==> config.mk <==
export PLATFORM = sky130hd
export DESIGN_NAME = url_query_stream_parser_flat
export DESIGN_NICKNAME = d
export VERILOG_FILES = /design/src/rtl/uqp_pkg.sv /design/src/rtl/uqp_in_if.sv /design/src/rtl/uqp_out_if.sv /design/src/rtl/uqp_step.sv /design/src/rtl/url_query_stream_parser.sv /design/src/flat_wrapper.sv
export SDC_FILE = /design/constraint.sdc
export NUM_CORES = 1
export LEC_CHECK = 0
export ABC_AREA = 1
export BUFFER_PORTS_ARGS = -buffer_cell sky130_fd_sc_hd__buf_2
export CORE_AREA = 2 2 77 72
export CTS_CLUSTER_DIAMETER = 60
export DETAILED_ROUTE_END_ITERATION = 8
export DIE_AREA = 0 0 79 74
export PLACE_DENSITY = 0.73
export SLEW_MARGIN = 20
export SYNTH_ARGS = -nofsm -noshare
export SYNTH_HDL_FRONTEND = slang
export SYNTH_HIERARCHICAL = 1
export SYNTH_SLANG_ARGS = --single-unit
==> constraint.sdc <==
create_clock -name clk -period 1.8 [get_ports clk]
set_input_delay 0.09 -clock clk [delete_from_list [all_inputs] [get_ports clk]]
set_output_delay 0.09 -clock clk [all_outputs]
set_load 0.02 [all_outputs]
==> src/rtl/uqp_pkg.sv <==
// Package for the URL query stream parser: phase codes, target codes,
// character constants, state and result structs, and byte helper functions.
// No dependencies.
package uqp_pkg;

  // Parse phase, one-hot
  typedef enum logic [4:0] {
    PH_URL        = 5'b00001,
    PH_URL_DONE   = 5'b00010,
    PH_PARAM_DONE = 5'b00100,
    PH_NAME       = 5'b01000,
    PH_VALUE      = 5'b10000
  } phase_t;

  // Phase codes as reported on the result
  localparam logic [2:0] CODE_URL        = 3'd0;
  localparam logic [2:0] CODE_URL_DONE   = 3'd1;
  localparam logic [2:0] CODE_PARAM_DONE = 3'd2;
  localparam logic [2:0] CODE_NAME       = 3'd3;
  localparam logic [2:0] CODE_VALUE      = 3'd4;

  // Emit targets
  typedef logic [1:0] target_t;
  localparam target_t TGT_URL   = 2'd0;
  localparam target_t TGT_NAME  = 2'd1;
  localparam target_t TGT_VALUE = 2'd2;

  // Input op codes
  localparam logic OP_CHAR = 1'b0;
  localparam logic OP_END  = 1'b1;

  // Characters
  localparam logic [7:0] CH_QUESTION = 8'h3F;
  localparam logic [7:0] CH_AMP      = 8'h26;
  localparam logic [7:0] CH_EQUALS   = 8'h3D;
  localparam logic [7:0] CH_PERCENT  = 8'h25;
  localparam logic [7:0] CH_PLUS     = 8'h2B;
  localparam logic [7:0] CH_SPACE    = 8'h20;

  // Decode digit counter: 0 idle, 1 after '%', 2 after first digit
  localparam logic [1:0] DEC_IDLE  = 2'd0;
  localparam logic [1:0] DEC_START = 2'd1;
  localparam logic [1:0] DEC_LAST  = 2'd2;
  localparam logic [1:0] DEC_WRAP  = 2'd3;

  typedef struct packed {
    phase_t     phase;
    logic [1:0] dec_count;
    logic [7:0] dec_value;
  } parse_state_t;

  typedef struct packed {
    logic       emit_valid;
    logic [7:0] emit_byte;
    target_t    emit_target;
    logic [2:0] parse_phase;
  } parse_result_t;

  // Lower-case 'A'..'Z' only
  function automatic logic [7:0] lower_byte(input logic [7:0] c);
    logic [7:0] r;
    r = c;
    if (c >= 8'h41 && c <= 8'h5A) r = c + 8'd32;
    return r;
  endfunction

  // Hex digit value; anything else reads as zero
  function automatic logic [3:0] hex_nibble(input logic [7:0] c);
    logic [7:0] r;
    r = 8'd0;
    if (c >= 8'h30 && c <= 8'h39)      r = c - 8'h30;
    else if (c >= 8'h61 && c <= 8'h66) r = c - 8'h61 + 8'd10;
    else if (c >= 8'h41 && c <= 8'h46) r = c - 8'h41 + 8'd10;
    return r[3:0];
  endfunction

  function automatic logic [2:0] phase_code(input phase_t p);
    logic [2:0] r;
    unique case (p)
      PH_URL:        r = CODE_URL;
      PH_URL_DONE:   r = CODE_URL_DONE;
      PH_PARAM_DONE: r = CODE_PARAM_DONE;
      PH_NAME:       r = CODE_NAME;
      PH_VALUE:      r = CODE_VALUE;
      default:       r = CODE_URL;
    endcase
    return r;
  endfunction

endpackage

==> src/rtl/uqp_in_if.sv <==
// Input channel interface: one URL byte or end marker per transaction.
// Depends on nothing.
interface uqp_in_if;
  logic       valid;
  logic       ready;
  logic       op;
  logic [7:0] char_in;
  logic       param_present;

  modport source (output valid, op, char_in, param_present, input ready);
  modport sink   (input valid, op, char_in, param_present, output ready);
endinterface

==> src/rtl/uqp_out_if.sv <==
// Output channel interface: one parse result per transaction.
// Depends on nothing.
interface uqp_out_if;
  logic       valid;
  logic       ready;
  logic       emit_valid;
  logic [7:0] emit_byte;
  logic [1:0] emit_target;
  logic [2:0] parse_phase;

  modport source (output valid, emit_valid, emit_byte, emit_target, parse_phase, input ready);
  modport sink   (input valid, emit_valid, emit_byte, emit_target, parse_phase, output ready);
endinterface

==> src/rtl/uqp_step.sv <==
// Per-byte next-state and result logic of the URL query parser.
// Depends on uqp_pkg.
module uqp_step (
  input  uqp_pkg::parse_state_t  cur,
  input  logic                   op,
  input  logic [7:0]             char_in,
  input  logic                   param_present,
  output uqp_pkg::parse_state_t  nxt,
  output uqp_pkg::parse_result_t res
);
  import uqp_pkg::*;

  logic       dec_done;
  logic [1:0] dec_count_inc;
  logic [7:0] dec_value_shift;

  // Percent decode datapath: shift in one hex digit
  assign dec_value_shift = {cur.dec_value[3:0], hex_nibble(char_in)};
  assign dec_count_inc   = cur.dec_count + 2'd1;
  assign dec_done        = (cur.dec_count == DEC_LAST) || (cur.dec_count == DEC_WRAP);

  always_comb begin
    nxt             = cur;
    res.emit_valid  = 1'b0;
    res.emit_byte   = 8'd0;
    res.emit_target = TGT_URL;

    priority if (op == OP_END) begin
      // End marker closes the url or the open parameter
      priority if (cur.phase == PH_URL) nxt.phase = PH_URL_DONE;
      else if (cur.phase == PH_NAME || cur.phase == PH_VALUE) nxt.phase = PH_PARAM_DONE;
      else nxt.phase = cur.phase;
    end else if (char_in != 8'd0) begin
      unique case (cur.phase)
        PH_URL: begin
          if (char_in == CH_QUESTION) begin
            nxt.phase = PH_URL_DONE;
          end else begin
            res.emit_valid = 1'b1;
            res.emit_byte  = lower_byte(char_in);
          end
        end
        PH_URL_DONE, PH_PARAM_DONE, PH_NAME: begin
          priority if (char_in == CH_AMP) begin
            nxt.phase     = PH_PARAM_DONE;
            nxt.dec_count = DEC_IDLE;
          end else if (char_in == CH_EQUALS) begin
            nxt.phase     = PH_VALUE;
            nxt.dec_count = DEC_IDLE;
          end else if (char_in == CH_PERCENT) begin
            nxt.dec_count = DEC_START;
            nxt.dec_value = 8'd0;
          end else if (param_present) begin
            if (cur.dec_count != DEC_IDLE) begin
              nxt.dec_value  = dec_value_shift;
              nxt.dec_count  = dec_done ? DEC_IDLE : dec_count_inc;
              res.emit_valid = dec_done;
              res.emit_byte  = dec_done ? dec_value_shift : 8'd0;
            end else begin
              res.emit_valid = 1'b1;
              res.emit_byte  = (char_in == CH_PLUS) ? CH_SPACE : lower_byte(char_in);
            end
            res.emit_target = res.emit_valid ? TGT_NAME : TGT_URL;
            nxt.phase       = PH_NAME;
          end else begin
            nxt.phase = cur.phase;
          end
        end
        PH_VALUE: begin
          priority if (char_in == CH_AMP) begin
            nxt.phase     = PH_PARAM_DONE;
            nxt.dec_count = DEC_IDLE;
          end else if (char_in == CH_PERCENT) begin
            nxt.dec_count = DEC_START;
            nxt.dec_value = 8'd0;
          end else if (param_present) begin
            if (cur.dec_count != DEC_IDLE) begin
              nxt.dec_value  = dec_value_shift;
              nxt.dec_count  = dec_done ? DEC_IDLE : dec_count_inc;
              res.emit_valid = dec_done;
              res.emit_byte  = dec_done ? dec_value_shift : 8'd0;
            end else begin
              res.emit_valid = 1'b1;
              res.emit_byte  = (char_in == CH_PLUS) ? CH_SPACE : char_in;
            end
            res.emit_target = res.emit_valid ? TGT_VALUE : TGT_URL;
          end else begin
            nxt.phase = cur.phase;
          end
        end
        default: nxt = cur;
      endcase
    end else begin
      nxt = cur;
    end

    res.parse_phase = phase_code(nxt.phase);
  end

endmodule

==> src/rtl/url_query_stream_parser.sv <==
// URL query stream parser: each result is registered and valid in the cycle after
// its input transaction; throughput one per cycle while the sink takes results.
// The parse state and the result register update at the same edge; a held
// result still lets the next byte in once the sink takes it.
// Reset (rst, synchronous): phase back to url path, decode idle, output empty.
module url_query_stream_parser (
  input  logic clk,
  input  logic rst,
  uqp_in_if.sink    in_ch,
  uqp_out_if.source out_ch
);
  import uqp_pkg::*;

  parse_state_t  state;
  parse_state_t  state_next;
  parse_result_t step_res;
  parse_result_t out_res;
  logic          out_valid;
  logic          in_accept;

  // Accept whenever the result register is empty or draining this cycle
  assign in_ch.ready = !out_valid || out_ch.ready;
  assign in_accept   = in_ch.valid && in_ch.ready;

  uqp_step u_step (
    .cur           (state),
    .op            (in_ch.op),
    .char_in       (in_ch.char_in),
    .param_present (in_ch.param_present),
    .nxt           (state_next),
    .res           (step_res)
  );

  // Parse state
  always_ff @(posedge clk) begin
    if (rst) begin
      state.phase     <= PH_URL;
      state.dec_count <= DEC_IDLE;
      state.dec_value <= 8'd0;
    end else if (in_accept) begin
      state <= state_next;
    end
  end

  // Result register
  always_ff @(posedge clk) begin
    if (rst) begin
      out_valid <= 1'b0;
    end else if (in_accept) begin
      out_valid <= 1'b1;
    end else if (out_ch.ready) begin
      out_valid <= 1'b0;
    end
  end

  always_ff @(posedge clk) begin
    if (in_accept) out_res <= step_res;
  end

  assign out_ch.valid       = out_valid;
  assign out_ch.emit_valid  = out_res.emit_valid;
  assign out_ch.emit_byte   = out_res.emit_byte;
  assign out_ch.emit_target = out_res.emit_target;
  assign out_ch.parse_phase = out_res.parse_phase;

  // Decode counter never rests at the wrap code
  a_dec_count_range: assert property (@(posedge clk) disable iff (rst)
    state.dec_count != DEC_WRAP)
    else $error("decode counter reached wrap code");

  // An end marker never leaves the parser in the url phase
  a_end_leaves_url: assert property (@(posedge clk) disable iff (rst)
    in_accept && in_ch.op == OP_END |=> out_ch.valid && out_ch.parse_phase != CODE_URL)
    else $error("end marker left parser in url phase");

  // A name byte is only reported with the name phase
  a_name_phase: assert property (@(posedge clk) disable iff (rst)
    out_ch.valid && out_ch.emit_valid && out_ch.emit_target == TGT_NAME
      |-> out_ch.parse_phase == CODE_NAME)
    else $error("name byte emitted outside name phase");

endmodule
==> src/flat_wrapper.sv <==
// flat-port wrapper written by rule: the top's interface ports become plain ports
module url_query_stream_parser_flat import uqp_pkg::*;
  (clk, rst, in_ch_valid, in_ch_op, in_ch_char_in, in_ch_param_present, in_ch_ready, out_ch_valid, out_ch_emit_valid, out_ch_emit_byte, out_ch_emit_target, out_ch_parse_phase, out_ch_ready);
  uqp_in_if in_ch_i ();
  uqp_out_if out_ch_i ();
  input  logic clk;
  input  logic rst;
  input wire logic [$bits(in_ch_i.valid)-1:0] in_ch_valid;
  input wire logic [$bits(in_ch_i.op)-1:0] in_ch_op;
  input wire logic [$bits(in_ch_i.char_in)-1:0] in_ch_char_in;
  input wire logic [$bits(in_ch_i.param_present)-1:0] in_ch_param_present;
  output wire logic [$bits(in_ch_i.ready)-1:0] in_ch_ready;
  output wire logic [$bits(out_ch_i.valid)-1:0] out_ch_valid;
  output wire logic [$bits(out_ch_i.emit_valid)-1:0] out_ch_emit_valid;
  output wire logic [$bits(out_ch_i.emit_byte)-1:0] out_ch_emit_byte;
  output wire logic [$bits(out_ch_i.emit_target)-1:0] out_ch_emit_target;
  output wire logic [$bits(out_ch_i.parse_phase)-1:0] out_ch_parse_phase;
  input wire logic [$bits(out_ch_i.ready)-1:0] out_ch_ready;
  assign in_ch_i.valid = in_ch_valid;
  assign in_ch_i.op = in_ch_op;
  assign in_ch_i.char_in = in_ch_char_in;
  assign in_ch_i.param_present = in_ch_param_present;
  assign in_ch_ready = in_ch_i.ready;
  assign out_ch_valid = out_ch_i.valid;
  assign out_ch_emit_valid = out_ch_i.emit_valid;
  assign out_ch_emit_byte = out_ch_i.emit_byte;
  assign out_ch_emit_target = out_ch_i.emit_target;
  assign out_ch_parse_phase = out_ch_i.parse_phase;
  assign out_ch_i.ready = out_ch_ready;
  url_query_stream_parser u_core (.clk(clk), .rst(rst), .in_ch(in_ch_i), .out_ch(out_ch_i));
endmodule
==> impl_results.html, run 1 <==
<table>
<tr><th>Metric</th><th>Value</th></tr>
<tr><th colspan="2">Logic synthesis</th></tr>
<tr><td>Total of warnings raised by yosys</td><td>6</td></tr>
<tr><td>Number of nets produced by synthesis</td><td>403</td></tr>
<tr><td>Cells after Synth</td><td>382</td></tr>
<tr><td>Post-synthesis instance area</td><td>0.002366 mm2</td></tr>
<tr><td>Mean cell area of the mapped netlist</td><td>6.194 um2</td></tr>
<tr><th colspan="2">Finish</th></tr>
<tr><td>Commonest cells after routing, fill and taps aside</td><td>nand2_1 (92), inv_1 (54), nor2_1 (38), buf_4 (38), nand3_1 (36)</td></tr>
<tr><td>Signed area change from the synthesized netlist to the final layout</td><td>29.24%</td></tr>
<tr><td>Fraction of the core area covered by cells at the end of the flow</td><td>60.35%</td></tr>
<tr><td>Layout cell share with drive strength beyond 1</td><td>30.65%</td></tr>
<tr><td>N_diodes</td><td>0</td></tr>
<tr><td>Number of cells in the finished layout apart from fillers</td><td>514</td></tr>
<tr><td>Net count, final</td><td>469</td></tr>
<tr><td>Most common cell after layout, fill and taps aside</td><td>nand2_1</td></tr>
<tr><th colspan="2">Global route</th></tr>
<tr><td>Total routing usage reported by global routing</td><td>21.58%</td></tr>
<tr><td>Wire length of the first global-routing pass</td><td>10250 um</td></tr>
<tr><td>Layer with the highest usage</td><td>met2</td></tr>
<tr><td>Residual overflow from global routing</td><td>0</td></tr>
<tr><td>Number of global-route vias before repair</td><td>2253</td></tr>
<tr><td>Global routing usage on met1</td><td>30.99%</td></tr>
<tr><td>Global routing usage on met2</td><td>34.56%</td></tr>
<tr><td>Global routing usage on met3</td><td>3.277%</td></tr>
<tr><td>Pin count of the biggest net entering global routing</td><td>25</td></tr>
<tr><td>Antenna violations before repair</td><td>0</td></tr>
<tr><th colspan="2">Floorplan</th></tr>
<tr><td>Number of primary I/O pins</td><td>30</td></tr>
<tr><td>DIE AREA</td><td>0.005846 mm2</td></tr>
<tr><td>Die boundary height</td><td>74 um</td></tr>
<tr><td>Starting density of the core</td><td>46.69%</td></tr>
<tr><td>Site row count</td><td>25</td></tr>
<tr><td>Floorplan die width</td><td>79 um</td></tr>
<tr><td>Placeable core area</td><td>0.005067 mm2</td></tr>
<tr><th colspan="2">Setup path</th></tr>
<tr><td>Critical Path, Cell by Cell</td><td>nor2_4 -&gt; nor2_2 -&gt; nand2_2 -&gt; nand2_4 -&gt; nand3_4 -&gt; nand2_4 -&gt; buf_4 -&gt; nand2_2 -&gt; nand2_1 -&gt; nand2_1 -&gt; nand2_1 -&gt; nand2_2 -&gt; inv_2 -&gt; nand3_2 -&gt; nand2_2</td></tr>
<tr><td>Cell at the slowest stage of the critical path</td><td>dfxtp_4</td></tr>
<tr><td>Most frequent cell on the critical path</td><td>nand2_2</td></tr>
<tr><td>Critical path's largest stage delay</td><td>0.39 ns</td></tr>
<tr><td>Worst Setup End Kind</td><td>flip-flop</td></tr>
<tr><td>Kind of launch point of the worst setup path</td><td>flip-flop</td></tr>
<tr><td>Classification of the worst setup path</td><td>flip-flop to flip-flop</td></tr>
<tr><td>Crit-path max FO</td><td>6</td></tr>
<tr><td>Data arrival time of the critical path</td><td>1.84 ns</td></tr>
<tr><td>Required time worst endpoint</td><td>1.83 ns</td></tr>
<tr><th colspan="2">Route</th></tr>
<tr><td>WL final</td><td>6415 um</td></tr>
<tr><td>Total via count in the routed design</td><td>2653</td></tr>
<tr><td>First DRT Iteration DRCs</td><td>247</td></tr>
<tr><td>Average vias per placed instance</td><td>5.161</td></tr>
<tr><td>Remaining routing DRC violations</td><td>0</td></tr>
<tr><td>Detailed-routing iteration count for the pre-antenna-repair pass</td><td>5</td></tr>
<tr><td>Number of antenna-violating nets in the routed design</td><td>0</td></tr>
<tr><td>Wire length per cell</td><td>12.48 um</td></tr>
<tr><th colspan="2">Clock network</th></tr>
<tr><td>Clk Tree Root Cell</td><td>clkbuf_8</td></tr>
<tr><td>Number of H-tree levels</td><td>1</td></tr>
<tr><td>CTS max path bufs</td><td>2</td></tr>
<tr><td>Clock Pin Slew Worst Setup and Hold Paths</td><td>0.09 ns</td></tr>
<tr><td>TritonCTS clock tree</td><td>built</td></tr>
<tr><td>Clock latency of the later-clocked register in the worst-skew pair</td><td>0.27 ns</td></tr>
<tr><td>Clock Sinks</td><td>26</td></tr>
<tr><td>Number of buffers added by the clock tree synthesis step</td><td>3</td></tr>
<tr><th colspan="2">Job</th></tr>
<tr><td>Max-cap viol count</td><td>0</td></tr>
<tr><th colspan="2">Timing</th></tr>
<tr><td>Number of slew-limit violations in the final report</td><td>0</td></tr>
<tr><td>Max Clk Rate</td><td>550.4 MHz</td></tr>
<tr><td>Crit path setup slack, layout</td><td>-0.01696 ns</td></tr>
<tr><td>Final critical-path share of the clock period</td><td>100.9%</td></tr>
<tr><td>Tmin final</td><td>1.817 ns</td></tr>
<tr><td>Setup repair after global routing missed its margin</td><td>true</td></tr>
<tr><td>Worst max-slew margin expressed relative to the limit</td><td>76.66%</td></tr>
<tr><td>Sum of negative setup slack</td><td>-0.03150 ns</td></tr>
<tr><td>Final Hold Viols</td><td>0</td></tr>
<tr><td>Slew at the pin closest to its max-slew limit</td><td>0.3501 ns</td></tr>
<tr><td>Largest clock skew in the final design</td><td>0.005561 ns</td></tr>
<tr><td>Fin Hold WS</td><td>0.2308 ns</td></tr>
<tr><td>Setup-violating endpoint count in the final report</td><td>4</td></tr>
<tr><th colspan="2">Power and ir drop</th></tr>
<tr><td>Total power density per cell area</td><td>576.0 mW/mm2</td></tr>
<tr><td>Leakage</td><td>1.565 nW</td></tr>
<tr><td>VDD IR max</td><td>454.7 uV</td></tr>
<tr><th colspan="2">Place</th></tr>
<tr><td>Dpl hpwl</td><td>4831 um</td></tr>
<tr><td>Number of input and output port buffers inserted</td><td>29</td></tr>
<tr><td>Final GP Congestion</td><td>0.9735</td></tr>
<tr><td>Cell Count Post-Placement</td><td>504</td></tr>
<tr><td>Pre-CTS worst setup slack</td><td>-0.1196 ns</td></tr>
<tr><th colspan="2">Status</th></tr>
<tr><td>Status</td><td>complete, but fails checks</td></tr>
<tr><td>Failing checks</td><td>negative setup slack</td></tr>
<tr><th colspan="2">Min path</th></tr>
<tr><td>Type of the tightest min-delay check</td><td>input port to flip-flop</td></tr>
</table>
## stage by stage
| step | power (mW) | instance area, um2 |
|---|---|---|
| global route | 1.883 | 3058 |
| detailed placement | 1.336 | 2783 |
| CTS | 1.671 | 2874 |
| global placement | 1.331 | 2783 |
| finish | 1.761 | 3058 |
| floorplan | 1.133 | 2366 |
## worst paths after layout
kind,start,slack [ns],endpoint,depth (start not counted)
max,u_core/state[12]$_SDFFE_PP0P_,-0.02,u_core/out_ch.parse_phase[0]$_DFFE_PP_,15
min,in_ch_op,0.23,u_core/out_ch.emit_byte[3]$_DFFE_PP_,2
max reg2reg,u_core/state[12]$_SDFFE_PP0P_,-0.02,u_core/out_ch.parse_phase[0]$_DFFE_PP_,15
min reg2reg,u_core/state[0]$_SDFFE_PP0P_,0.53,u_core/state[0]$_SDFFE_PP0P_,2
## registers in the layout, indices dropped and copies added, names as in the netlist
| register | cells |
|---|---|
| u_core/out_ch.parse_phase | 3 |
| u_core/out_ch.emit_byte | 8 |
| u_core/out_ch.emit_valid | 1 |
| u_core/out_ch.valid | 1 |
| u_core/state | 11 |
| u_core/out_ch.emit_target | 2 |
## worst max-delay path, delay by kind of cell (launching register included)
| family | cells | cell delay (ns) |
|---|---|---|
| DFF | 1 | 0.39 |
| and+or+nand+nor | 13 | 0.98 |
| buffers and inverters | 2 | 0.21 |
## where the power goes
| part | total, mW | internal [mW] | leakage, nW | switching, mW |
|---|---|---|---|---|
| logic | 0.720 | 0.278 | 1.30 | 0.442 |
| clock network | 0.325 | 0.153 | 0.0231 | 0.172 |
| registers | 0.716 | 0.675 | 0.243 | 0.0406 |
## layout make-up
type / instances / area, um2
Tap cell: 67 / 83.83
Fill cell: 479 / 2009
Clock buffer: 3 / 41.29
Multi-Input combinational cell: 282 / 1543
Sequential cell: 26 / 676.9
Inverter: 65 / 246.5
Timing Repair Buffer: 70 / 462.9
Clock inverter: 1 / 3.754
## timing repair
action | in CTS | in global routing
setup endpoints to repair | 5 | 18
buffers inserted | 1 | 4
endpoints found under the hold margin | 1 | 0
gates resized for setup | 12 | 47
cloned | 0 | 0
hold buffers | 1 | 0
pin swaps | 2 | 17
## metal layers
| metal | part of all wire, % | wire length [um] |
|---|---|---|
| met5 | 0 | 0 |
| met2 | 46 | 2945 |
| met4 | 1.1 | 71 |
| met3 | 5.8 | 374 |
| met1 | 47 | 3024 |
No activity file was read; power rests on OpenSTA's default activity.
==> run 2: changes to the inputs <==
--- a/config.mk
+++ b/config.mk
@@ -5,13 +5,13 @@
 export SDC_FILE = /design/constraint.sdc
 export NUM_CORES = 1
 export LEC_CHECK = 0
-export ABC_AREA = 1
+export ABC_AREA = 0
 export BUFFER_PORTS_ARGS = -buffer_cell sky130_fd_sc_hd__buf_2
-export CORE_AREA = 2 2 77 72
+export CORE_AREA = 2 2 75 70
 export CTS_CLUSTER_DIAMETER = 60
 export DETAILED_ROUTE_END_ITERATION = 8
-export DIE_AREA = 0 0 79 74
-export PLACE_DENSITY = 0.73
+export DIE_AREA = 0 0 77 72
+export PLACE_DENSITY = 0.71
 export SLEW_MARGIN = 20
 export SYNTH_ARGS = -nofsm -noshare
 export SYNTH_HDL_FRONTEND = slang
==> impl_results.html, run 2 <==
<table>
<tr><th>Metric</th><th>Value</th></tr>
<tr><th colspan="2">Floorplan</th></tr>
<tr><td>Starting density of the core</td><td>46.07% (was 46.69%)</td></tr>
<tr><td>Site row count</td><td>24 (was 25)</td></tr>
<tr><td>Die boundary height</td><td>72 um (was 74 um)</td></tr>
<tr><td>Floorplan die width</td><td>77 um (was 79 um)</td></tr>
<tr><td>Number of primary I/O pins</td><td>30 (unchanged)</td></tr>
<tr><td>Placeable core area</td><td>0.004745 mm2 (was 0.005067 mm2)</td></tr>
<tr><td>DIE AREA</td><td>0.005544 mm2 (was 0.005846 mm2)</td></tr>
<tr><th colspan="2">Place</th></tr>
<tr><td>Number of input and output port buffers inserted</td><td>29 (unchanged)</td></tr>
<tr><td>Final GP Congestion</td><td>0.9167 (was 0.9735)</td></tr>
<tr><td>Dpl hpwl</td><td>4934 um (was 4831 um)</td></tr>
<tr><th colspan="2">Global route</th></tr>
<tr><td>Pin count of the biggest net entering global routing</td><td>24 (was 25)</td></tr>
<tr><td>Wire length of the first global-routing pass</td><td>11300 um (was 10250 um)</td></tr>
<tr><td>Total routing usage reported by global routing</td><td>25.58% (was 21.58%)</td></tr>
<tr><td>Number of global-route vias before repair</td><td>2280 (was 2253)</td></tr>
<tr><td>Residual overflow from global routing</td><td>0 (unchanged)</td></tr>
<tr><td>Antenna violations before repair</td><td>0 (unchanged)</td></tr>
<tr><th colspan="2">Timing</th></tr>
<tr><td>Largest clock skew in the final design</td><td>0.005787 ns (was 0.005561 ns)</td></tr>
<tr><td>Final Hold Viols</td><td>0 (unchanged)</td></tr>
<tr><td>Tmin final</td><td>2.087 ns (was 1.817 ns)</td></tr>
<tr><td>Number of slew-limit violations in the final report</td><td>0 (unchanged)</td></tr>
<tr><td>Setup repair after global routing missed its margin</td><td>true (unchanged)</td></tr>
<tr><td>Fin Hold WS</td><td>0.1979 ns (was 0.2308 ns)</td></tr>
<tr><td>Setup-violating endpoint count in the final report</td><td>21 (was 4)</td></tr>
<tr><td>Sum of negative setup slack</td><td>-2.596 ns (was -0.03150 ns)</td></tr>
<tr><td>Slew at the pin closest to its max-slew limit</td><td>0.5753 ns (was 0.3501 ns)</td></tr>
<tr><td>Worst max-slew margin expressed relative to the limit</td><td>61.51% (was 76.66%)</td></tr>
<tr><td>Crit path setup slack, layout</td><td>-0.2867 ns (was -0.01696 ns)</td></tr>
<tr><td>Final critical-path share of the clock period</td><td>115.9% (was 100.9%)</td></tr>
<tr><td>Max Clk Rate</td><td>479.2 MHz (was 550.4 MHz)</td></tr>
<tr><th colspan="2">Finish</th></tr>
<tr><td>Filler cell count</td><td>325 (was 479)</td></tr>
<tr><td>Largest register by flop count</td><td>u_core/state (unchanged)</td></tr>
<tr><td>Signed area change from the synthesized netlist to the final layout</td><td>52.60% (was 29.24%)</td></tr>
<tr><td>Flip-flop count of the largest register after layout</td><td>11 (unchanged)</td></tr>
<tr><td>Fraction of the core area covered by cells at the end of the flow</td><td>70.31% (was 60.35%)</td></tr>
<tr><td>Net count, final</td><td>363 (was 469)</td></tr>
<tr><td>Most common cell after layout, fill and taps aside</td><td>buf_4 (was nand2_1)</td></tr>
<tr><td>N_diodes</td><td>0 (unchanged)</td></tr>
<tr><td>Commonest cells after routing, fill and taps aside</td><td>buf_4 (64), buf_2 (29), nor2_1 (14), edfxtp_1 (14), buf_6 (13) (was nand2_1 (92), inv_1 (54), nor2_1 (38), buf_4 (38), nand3_1 (36))</td></tr>
<tr><td>Layout cell share with drive strength beyond 1</td><td>51.32% (was 30.65%)</td></tr>
<tr><th colspan="2">Min path</th></tr>
<tr><td>Type of the tightest min-delay check</td><td>input port to flip-flop (unchanged)</td></tr>
<tr><td>Startpoint of the worst hold path</td><td>rst (was in_ch_op)</td></tr>
<tr><td>Hold Path Sink</td><td>u_core/state[0]$_SDFFE_PP0P_ (was u_core/out_ch.emit_byte[3]$_DFFE_PP_)</td></tr>
<tr><td>Instance count along the most critical hold path</td><td>2 (unchanged)</td></tr>
<tr><th colspan="2">Setup path</th></tr>
<tr><td>Data arrival time of the critical path</td><td>2.11 ns (was 1.84 ns)</td></tr>
<tr><td>Reg2Reg Setup Slack</td><td>-0.29 ns (was -0.02 ns)</td></tr>
<tr><td>Startpoint of the worst register-to-register path</td><td>u_core/state[11]$_SDFFE_PP0P_ (was u_core/state[12]$_SDFFE_PP0P_)</td></tr>
<tr><td>R2r worst-path depth</td><td>7 (was 15)</td></tr>
<tr><td>Crit-path max FO</td><td>5 (was 6)</td></tr>
<tr><td>Kind of launch point of the worst setup path</td><td>flip-flop (unchanged)</td></tr>
<tr><td>Worst flop-to-flop path endpoint</td><td>u_core/out_ch.parse_phase[2]$_DFFE_PP_ (was u_core/out_ch.parse_phase[0]$_DFFE_PP_)</td></tr>
<tr><td>Worst Setup End Kind</td><td>flip-flop (unchanged)</td></tr>
<tr><td>Classification of the worst setup path</td><td>flip-flop to flip-flop (unchanged)</td></tr>
<tr><td>Required time worst endpoint</td><td>1.82 ns (was 1.83 ns)</td></tr>
<tr><th colspan="2">Logic synthesis</th></tr>
<tr><td>Mean cell area of the mapped netlist</td><td>8.709 um2 (was 6.194 um2)</td></tr>
<tr><td>Number of nets produced by synthesis</td><td>272 (was 403)</td></tr>
<tr><td>Post-synthesis instance area</td><td>0.002186 mm2 (was 0.002366 mm2)</td></tr>
<tr><td>Cells after Synth</td><td>251 (was 382)</td></tr>
<tr><td>Total of warnings raised by yosys</td><td>6 (unchanged)</td></tr>
<tr><th colspan="2">Clock network</th></tr>
<tr><td>Clk Tree Root Cell</td><td>clkbuf_8 (unchanged)</td></tr>
<tr><td>TritonCTS clock tree</td><td>built (unchanged)</td></tr>
<tr><td>Clock Pin Slew Worst Setup and Hold Paths</td><td>0.09 ns (about the same)</td></tr>
<tr><td>Number of buffers added by the clock tree synthesis step</td><td>3 (unchanged)</td></tr>
<tr><td>CTS max path bufs</td><td>2 (unchanged)</td></tr>
<tr><td>Hold-fix buffers, CTS</td><td>0 (was 1)</td></tr>
<tr><td>Number of H-tree levels</td><td>1 (unchanged)</td></tr>
<tr><td>Clock latency of the later-clocked register in the worst-skew pair</td><td>0.27 ns (about the same)</td></tr>
<tr><td>Clock Sinks</td><td>26 (unchanged)</td></tr>
<tr><th colspan="2">Route</th></tr>
<tr><td>WL final</td><td>7305 um (was 6415 um)</td></tr>
<tr><td>First DRT Iteration DRCs</td><td>242 (was 247)</td></tr>
<tr><td>Number of antenna-violating nets in the routed design</td><td>0 (unchanged)</td></tr>
<tr><td>Total via count in the routed design</td><td>2494 (was 2653)</td></tr>
<tr><td>Remaining routing DRC violations</td><td>0 (unchanged)</td></tr>
<tr><td>Average vias per placed instance</td><td>6.143 (was 5.161)</td></tr>
<tr><td>Wire length per cell</td><td>17.99 um (was 12.48 um)</td></tr>
<tr><td>Detailed-routing iteration count for the pre-antenna-repair pass</td><td>5 (unchanged)</td></tr>
<tr><th colspan="2">Status</th></tr>
<tr><td>Status</td><td>complete, but fails checks (unchanged)</td></tr>
<tr><td>Failing checks</td><td>negative setup slack (unchanged)</td></tr>
<tr><th colspan="2">Power and ir drop</th></tr>
<tr><td>VDD IR max</td><td>574.8 uV (was 454.7 uV)</td></tr>
<tr><td>Total power</td><td>1.865 mW (was 1.761 mW)</td></tr>
<tr><td>Leakage</td><td>1.322 nW (was 1.565 nW)</td></tr>
<tr><td>Total power density per cell area</td><td>559.0 mW/mm2 (was 576.0 mW/mm2)</td></tr>
<tr><th colspan="2">Job</th></tr>
<tr><td>Max-cap viol count</td><td>0 (unchanged)</td></tr>
</table>
-- run 2: power breakdown --
part / switching, mW / total (mW) / internal (mW)
clock network: 0.188 / 0.485 / 0.298
logic: 0.377 / 0.692 / 0.315
registers: 0.0208 / 0.687 / 0.666
total: 0.586 / 1.86 / 1.28
-- run 2: layer usage --
layer,vias to the layer above,track usage (%),share of wire (%)
met1,1185,35.48,41
li1,1138,-,-
met3,29,4.229,10
met2,142,40.84,46
met5,-,0,0
met4,0,9.127,3.4
-- run 2: area by class of cell --
class | instances | area, um2 | share of cell area [%]
repair buffers | 106 | 772.0 | 23.14
flip-flops and latches | 26 | 669.4 | 20.07
inverters | 10 | 37.54 | 1.125
multi-input cells | 195 | 1704 | 51.09
clock buffers | 3 | 41.29 | 1.238
well taps | 65 | 81.33 | 2.438
clock inverters | 1 | 30.03 | 0.9002
-- run 2: per-stage QoR --
stage	std cells	instance area (um2)	setup slack, ns
final	406	3336	-0.2867
after global routing	406	3336	-0.3610
after CTS	404	3198	-0.1855
after detailed placement	396	2902	-0.3717
after global placement	396	2902	-0.3530
after floorplan	251	2277	-0.2181
-- run 2: timing repair --
action                                  4_1_cts  5_1_grt
setup buffers                                 4        3
gates resized for setup                      47       22
endpoints found under the setup margin       23       23
hold endpoints to repair                      0        0
pin swaps                                    17       18
-- run 2: worst max path at each step --
stage,end,startpoint,cells after the start,slack [ns]
3_3_place_gp,u_core/out_ch.parse_phase[1]$_DFFE_PP_,in_ch_char_in[1],10,-0.35
2_1_floorplan,u_core/out_ch.parse_phase[1]$_DFFE_PP_,u_core/state[13]$_SDFFE_PP0P_,8,-0.22
5_1_grt,u_core/out_ch.parse_phase[2]$_DFFE_PP_,u_core/state[11]$_SDFFE_PP0P_,7,-0.36
4_1_cts,u_core/out_ch.parse_phase[0]$_DFFE_PP_,u_core/state[11]$_SDFFE_PP0P_,6,-0.19
3_5_place_dp,u_core/out_ch.parse_phase[1]$_DFFE_PP_,in_ch_char_in[0],10,-0.37
6_report,u_core/out_ch.parse_phase[2]$_DFFE_PP_,u_core/state[11]$_SDFFE_PP0P_,7,-0.29
-- run 2: critical path: stages, from the launching register on --
cell      delay (ns)
dfxtp_4         0.40
nor3_4          0.26
nand3_2         0.19
a31o_4          0.30
a211oi_1        0.29
a21oi_1         0.08
buf_4           0.17
nor4b_2         0.15
==> run 3: changes to the inputs <==
--- a/config.mk
+++ b/config.mk
@@ -5,13 +5,13 @@
 export SDC_FILE = /design/constraint.sdc
 export NUM_CORES = 1
 export LEC_CHECK = 0
-export ABC_AREA = 0
+export ABC_AREA = 1
 export BUFFER_PORTS_ARGS = -buffer_cell sky130_fd_sc_hd__buf_2
-export CORE_AREA = 2 2 75 70
+export CORE_AREA = 4 4 79 74
 export CTS_CLUSTER_DIAMETER = 60
 export DETAILED_ROUTE_END_ITERATION = 8
-export DIE_AREA = 0 0 77 72
-export PLACE_DENSITY = 0.71
+export DIE_AREA = 0 0 83 78
+export PLACE_DENSITY = 0.76
 export SLEW_MARGIN = 20
 export SYNTH_ARGS = -nofsm -noshare
 export SYNTH_HDL_FRONTEND = slang
==> impl_results.html, run 3 (same netlist as run 1, synthesis figures left out) <==
<table>
<tr><th>Metric</th><th>Value</th></tr>
<tr><th colspan="2">Floorplan</th></tr>
<tr><td>Number of primary I/O pins</td><td>30 (unchanged)</td></tr>
<tr><td>Starting density of the core</td><td>46.69% (was 46.07%)</td></tr>
<tr><td>Site row count</td><td>25 (was 24)</td></tr>
<tr><td>Placeable core area</td><td>0.005067 mm2 (was 0.004745 mm2)</td></tr>
<tr><td>DIE AREA</td><td>0.006474 mm2 (was 0.005544 mm2)</td></tr>
<tr><td>Floorplan die width</td><td>83 um (was 77 um)</td></tr>
<tr><td>Die boundary height</td><td>78 um (was 72 um)</td></tr>
<tr><th colspan="2">Clock network</th></tr>
<tr><td>Number of H-tree levels</td><td>1 (unchanged)</td></tr>
<tr><td>CTS max path bufs</td><td>2 (unchanged)</td></tr>
<tr><td>Clock Sinks</td><td>26 (unchanged)</td></tr>
<tr><td>Clock Pin Slew Worst Setup and Hold Paths</td><td>0.09 ns (about the same)</td></tr>
<tr><td>Clk Tree Root Cell</td><td>clkbuf_8 (unchanged)</td></tr>
<tr><td>Clock latency of the later-clocked register in the worst-skew pair</td><td>0.27 ns (about the same)</td></tr>
<tr><td>Number of buffers added by the clock tree synthesis step</td><td>3 (unchanged)</td></tr>
<tr><td>TritonCTS clock tree</td><td>built (unchanged)</td></tr>
<tr><th colspan="2">Power and ir drop</th></tr>
<tr><td>VDD IR max</td><td>419.5 uV (was 574.8 uV)</td></tr>
<tr><td>Net load switching power</td><td>0.6480 mW (was 0.5860 mW)</td></tr>
<tr><td>Total power density per cell area</td><td>571.7 mW/mm2 (was 559.0 mW/mm2)</td></tr>
<tr><td>Switching share of power</td><td>37.10% (was 31.43%)</td></tr>
<tr><td>Internal power component</td><td>1.099 mW (was 1.279 mW)</td></tr>
<tr><td>Clock network fraction of total power</td><td>19.0% (was 26.0%)</td></tr>
<tr><td>Combinational power share</td><td>40.1% (was 37.1%)</td></tr>
<tr><td>Leakage</td><td>1.592 nW (was 1.322 nW)</td></tr>
<tr><td>Register share of total power</td><td>40.9% (was 36.9%)</td></tr>
<tr><th colspan="2">Timing</th></tr>
<tr><td>Final Hold Viols</td><td>0 (unchanged)</td></tr>
<tr><td>Largest clock skew in the final design</td><td>0.004369 ns (was 0.005787 ns)</td></tr>
<tr><td>Worst max-slew margin expressed relative to the limit</td><td>74.50% (was 61.51%)</td></tr>
<tr><td>Crit path setup slack, layout</td><td>-0.06356 ns (was -0.2867 ns)</td></tr>
<tr><td>Slew at the pin closest to its max-slew limit</td><td>0.3795 ns (was 0.5753 ns)</td></tr>
<tr><td>Number of slew-limit violations in the final report</td><td>0 (unchanged)</td></tr>
<tr><td>Tmin final</td><td>1.864 ns (was 2.087 ns)</td></tr>
<tr><td>Setup repair after global routing missed its margin</td><td>true (unchanged)</td></tr>
<tr><td>Final critical-path share of the clock period</td><td>103.5% (was 115.9%)</td></tr>
<tr><td>Max Clk Rate</td><td>536.6 MHz (was 479.2 MHz)</td></tr>
<tr><td>Setup-violating endpoint count in the final report</td><td>5 (was 21)</td></tr>
<tr><th colspan="2">Route</th></tr>
<tr><td>WL final</td><td>6555 um (was 7305 um)</td></tr>
<tr><td>Wire length per cell</td><td>12.68 um (was 17.99 um)</td></tr>
<tr><td>Number of antenna-violating nets in the routed design</td><td>0 (unchanged)</td></tr>
<tr><td>Remaining routing DRC violations</td><td>0 (unchanged)</td></tr>
<tr><td>Detailed-routing iteration count for the pre-antenna-repair pass</td><td>5 (unchanged)</td></tr>
<tr><td>First DRT Iteration DRCs</td><td>214 (was 242)</td></tr>
<tr><td>Total via count in the routed design</td><td>2640 (was 2494)</td></tr>
<tr><td>Average vias per placed instance</td><td>5.106 (was 6.143)</td></tr>
<tr><th colspan="2">Status</th></tr>
<tr><td>Status</td><td>complete, but fails checks (unchanged)</td></tr>
<tr><td>Failing checks</td><td>negative setup slack (unchanged)</td></tr>
<tr><th colspan="2">Finish</th></tr>
<tr><td>Layout cell share with drive strength beyond 1</td><td>29.33% (was 51.32%)</td></tr>
<tr><td>Net count, final</td><td>472 (was 363)</td></tr>
<tr><td>N_diodes</td><td>0 (unchanged)</td></tr>
<tr><td>Largest register by flop count</td><td>u_core/state (unchanged)</td></tr>
<tr><td>Commonest cells after routing, fill and taps aside</td><td>nand2_1 (96), inv_1 (56), buf_4 (43) (was buf_4 (64), buf_2 (29), nor2_1 (14), edfxtp_1 (14), buf_6 (13))</td></tr>
<tr><td>Fraction of the core area covered by cells at the end of the flow</td><td>60.30% (was 70.31%)</td></tr>
<tr><td>Most common cell after layout, fill and taps aside</td><td>nand2_1 (was buf_4)</td></tr>
<tr><td>Signed area change from the synthesized netlist to the final layout</td><td>29.14% (was 52.60%)</td></tr>
<tr><td>Flip-flop count of the largest register after layout</td><td>11 (unchanged)</td></tr>
<tr><td>Number of cells in the finished layout apart from fillers</td><td>517 (was 406)</td></tr>
<tr><th colspan="2">Setup path</th></tr>
<tr><td>Crit-path max FO</td><td>5 (unchanged)</td></tr>
<tr><td>Required time worst endpoint</td><td>1.84 ns (was 1.82 ns)</td></tr>
<tr><td>Buffers plus inverters on the worst setup path</td><td>1 (unchanged)</td></tr>
<tr><td>Most frequent cell on the critical path</td><td>nor2_1</td></tr>
<tr><td>Critical path's largest stage delay</td><td>0.38 ns (was 0.40 ns)</td></tr>
<tr><td>Classification of the worst setup path</td><td>flip-flop to flip-flop (unchanged)</td></tr>
<tr><td>Category of cells accounting for the largest share of critical-path delay</td><td>simple AND/OR/NAND/NOR gates (was compound AO/OA/AOI/OAI gates)</td></tr>
<tr><td>Critical Path, Cell by Cell</td><td>nor2_2 -&gt; nand3_2 -&gt; nand2_2 -&gt; nor2_1 -&gt; nor2_2 -&gt; nand3_1 -&gt; nand2_1 -&gt; clkinv_1 -&gt; nand2_2 -&gt; nor2_1 -&gt; nor2_1 -&gt; nor2_1 (was nor3_4 -&gt; nand3_2 -&gt; a31o_4 -&gt; a211oi_1 -&gt; a21oi_1 -&gt; buf_4 -&gt; nor4b_2)</td></tr>
<tr><td>Kind of launch point of the worst setup path</td><td>flip-flop (unchanged)</td></tr>
<tr><td>Cell at the slowest stage of the critical path</td><td>dfxtp_4 (unchanged)</td></tr>
<tr><td>Data arrival time of the critical path</td><td>1.90 ns (was 2.11 ns)</td></tr>
<tr><td>Worst Setup End Kind</td><td>flip-flop (unchanged)</td></tr>
<tr><th colspan="2">Global route</th></tr>
<tr><td>Residual overflow from global routing</td><td>0 (unchanged)</td></tr>
<tr><td>Number of global-route vias before repair</td><td>2273 (was 2280)</td></tr>
<tr><td>Total routing usage reported by global routing</td><td>18.98% (was 25.58%)</td></tr>
<tr><td>Antenna violations before repair</td><td>0 (unchanged)</td></tr>
<tr><td>Wire length of the first global-routing pass</td><td>10270 um (was 11300 um)</td></tr>
<tr><td>Pin count of the biggest net entering global routing</td><td>25 (was 24)</td></tr>
<tr><th colspan="2">Place</th></tr>
<tr><td>Number of input and output port buffers inserted</td><td>29 (unchanged)</td></tr>
<tr><td>Dpl hpwl</td><td>4945 um (was 4934 um)</td></tr>
<tr><td>Final GP Congestion</td><td>0.9190 (was 0.9167)</td></tr>
<tr><td>Cell Count Post-Placement</td><td>504 (was 396)</td></tr>
<tr><th colspan="2">Min path</th></tr>
<tr><td>Type of the tightest min-delay check</td><td>input port to flip-flop (unchanged)</td></tr>
<tr><th colspan="2">Job</th></tr>
<tr><td>Max-cap viol count</td><td>0 (unchanged)</td></tr>
</table>
run 3: changes by cell type in the layout (fill, tap and decap cells not counted), sizes merged, moves of 10 or more:
| cell | before | now |
|---|---|---|
| a21bo | 10 | 0 |
| nand3 | 19 | 43 |
| inv | 10 | 64 |
| nor2 | 19 | 52 |
| buf | 106 | 72 |
| nand2 | 12 | 112 |
run 3: stage by stage:
| stage | TNS (ns) | worst slack, ns | total power, mW | area (um2) | hold WS [ns] |
|---|---|---|---|---|---|
| after floorplan | 0 | 0.1226 | 1.133 | 2366 | 0.1591 |
| after CTS | -0.0004108 | -0.0004108 | 1.686 | 2877 | 0.2203 |
| after global routing | -2.135 | -0.2431 | 1.870 | 3055 | 0.2355 |
| after global placement | -0.2117 | -0.1342 | 1.328 | 2783 | 0.2597 |
| after detailed placement | -0.6030 | -0.2020 | 1.335 | 2783 | 0.2621 |
| final | -0.2061 | -0.06356 | 1.747 | 3055 | 0.2387 |
run 3: worst paths after layout:
path	startpoint	endpoint	slack, ns	cells past startpoint
max	u_core/state[10]$_SDFFE_PP1P_	u_core/out_ch.parse_phase[1]$_DFFE_PP_	-0.06	12
min	in_ch_op	u_core/out_ch.emit_byte[3]$_DFFE_PP_	0.24	2
max reg2reg	u_core/state[10]$_SDFFE_PP1P_	u_core/out_ch.parse_phase[1]$_DFFE_PP_	-0.06	12
min reg2reg	u_core/state[0]$_SDFFE_PP0P_	u_core/state[0]$_SDFFE_PP0P_	0.52	2
run 3: timing repair:
action	in CTS	in global routing
pin swaps	1	17
setup buffers	1	7
endpoints found under the hold margin	1	0
resized for setup	14	34
hold buffers	1	0
setup endpoints to repair	9	19
run 3: power by group through the flow:
stage	registers (mW)	clock network [mW]	logic [mW]
after floorplan	0.749	0	0.385
after global placement	0.720	0	0.608
after detailed placement	0.721	0	0.613
after CTS	0.710	0.349	0.627
after global routing	0.721	0.372	0.777
final	0.715	0.331	0.701
run 3: area by class of cell:
cell class / count / area, um2
fill: 495 / 2012
timing repair buffer: 73 / 478.0
tap: 67 / 83.83
clock buffer: 3 / 41.29
sequential: 26 / 676.9
inverter: 65 / 244.0
multi-input combinational: 282 / 1528
clock inverter: 1 / 3.754
run 3: metal layers:
layer,GRT usage (%),share of wire [%]
met5,0,0
met4,5.556,2.8
met3,3.079,5.9
met2,30.13,44
met1,26.49,47
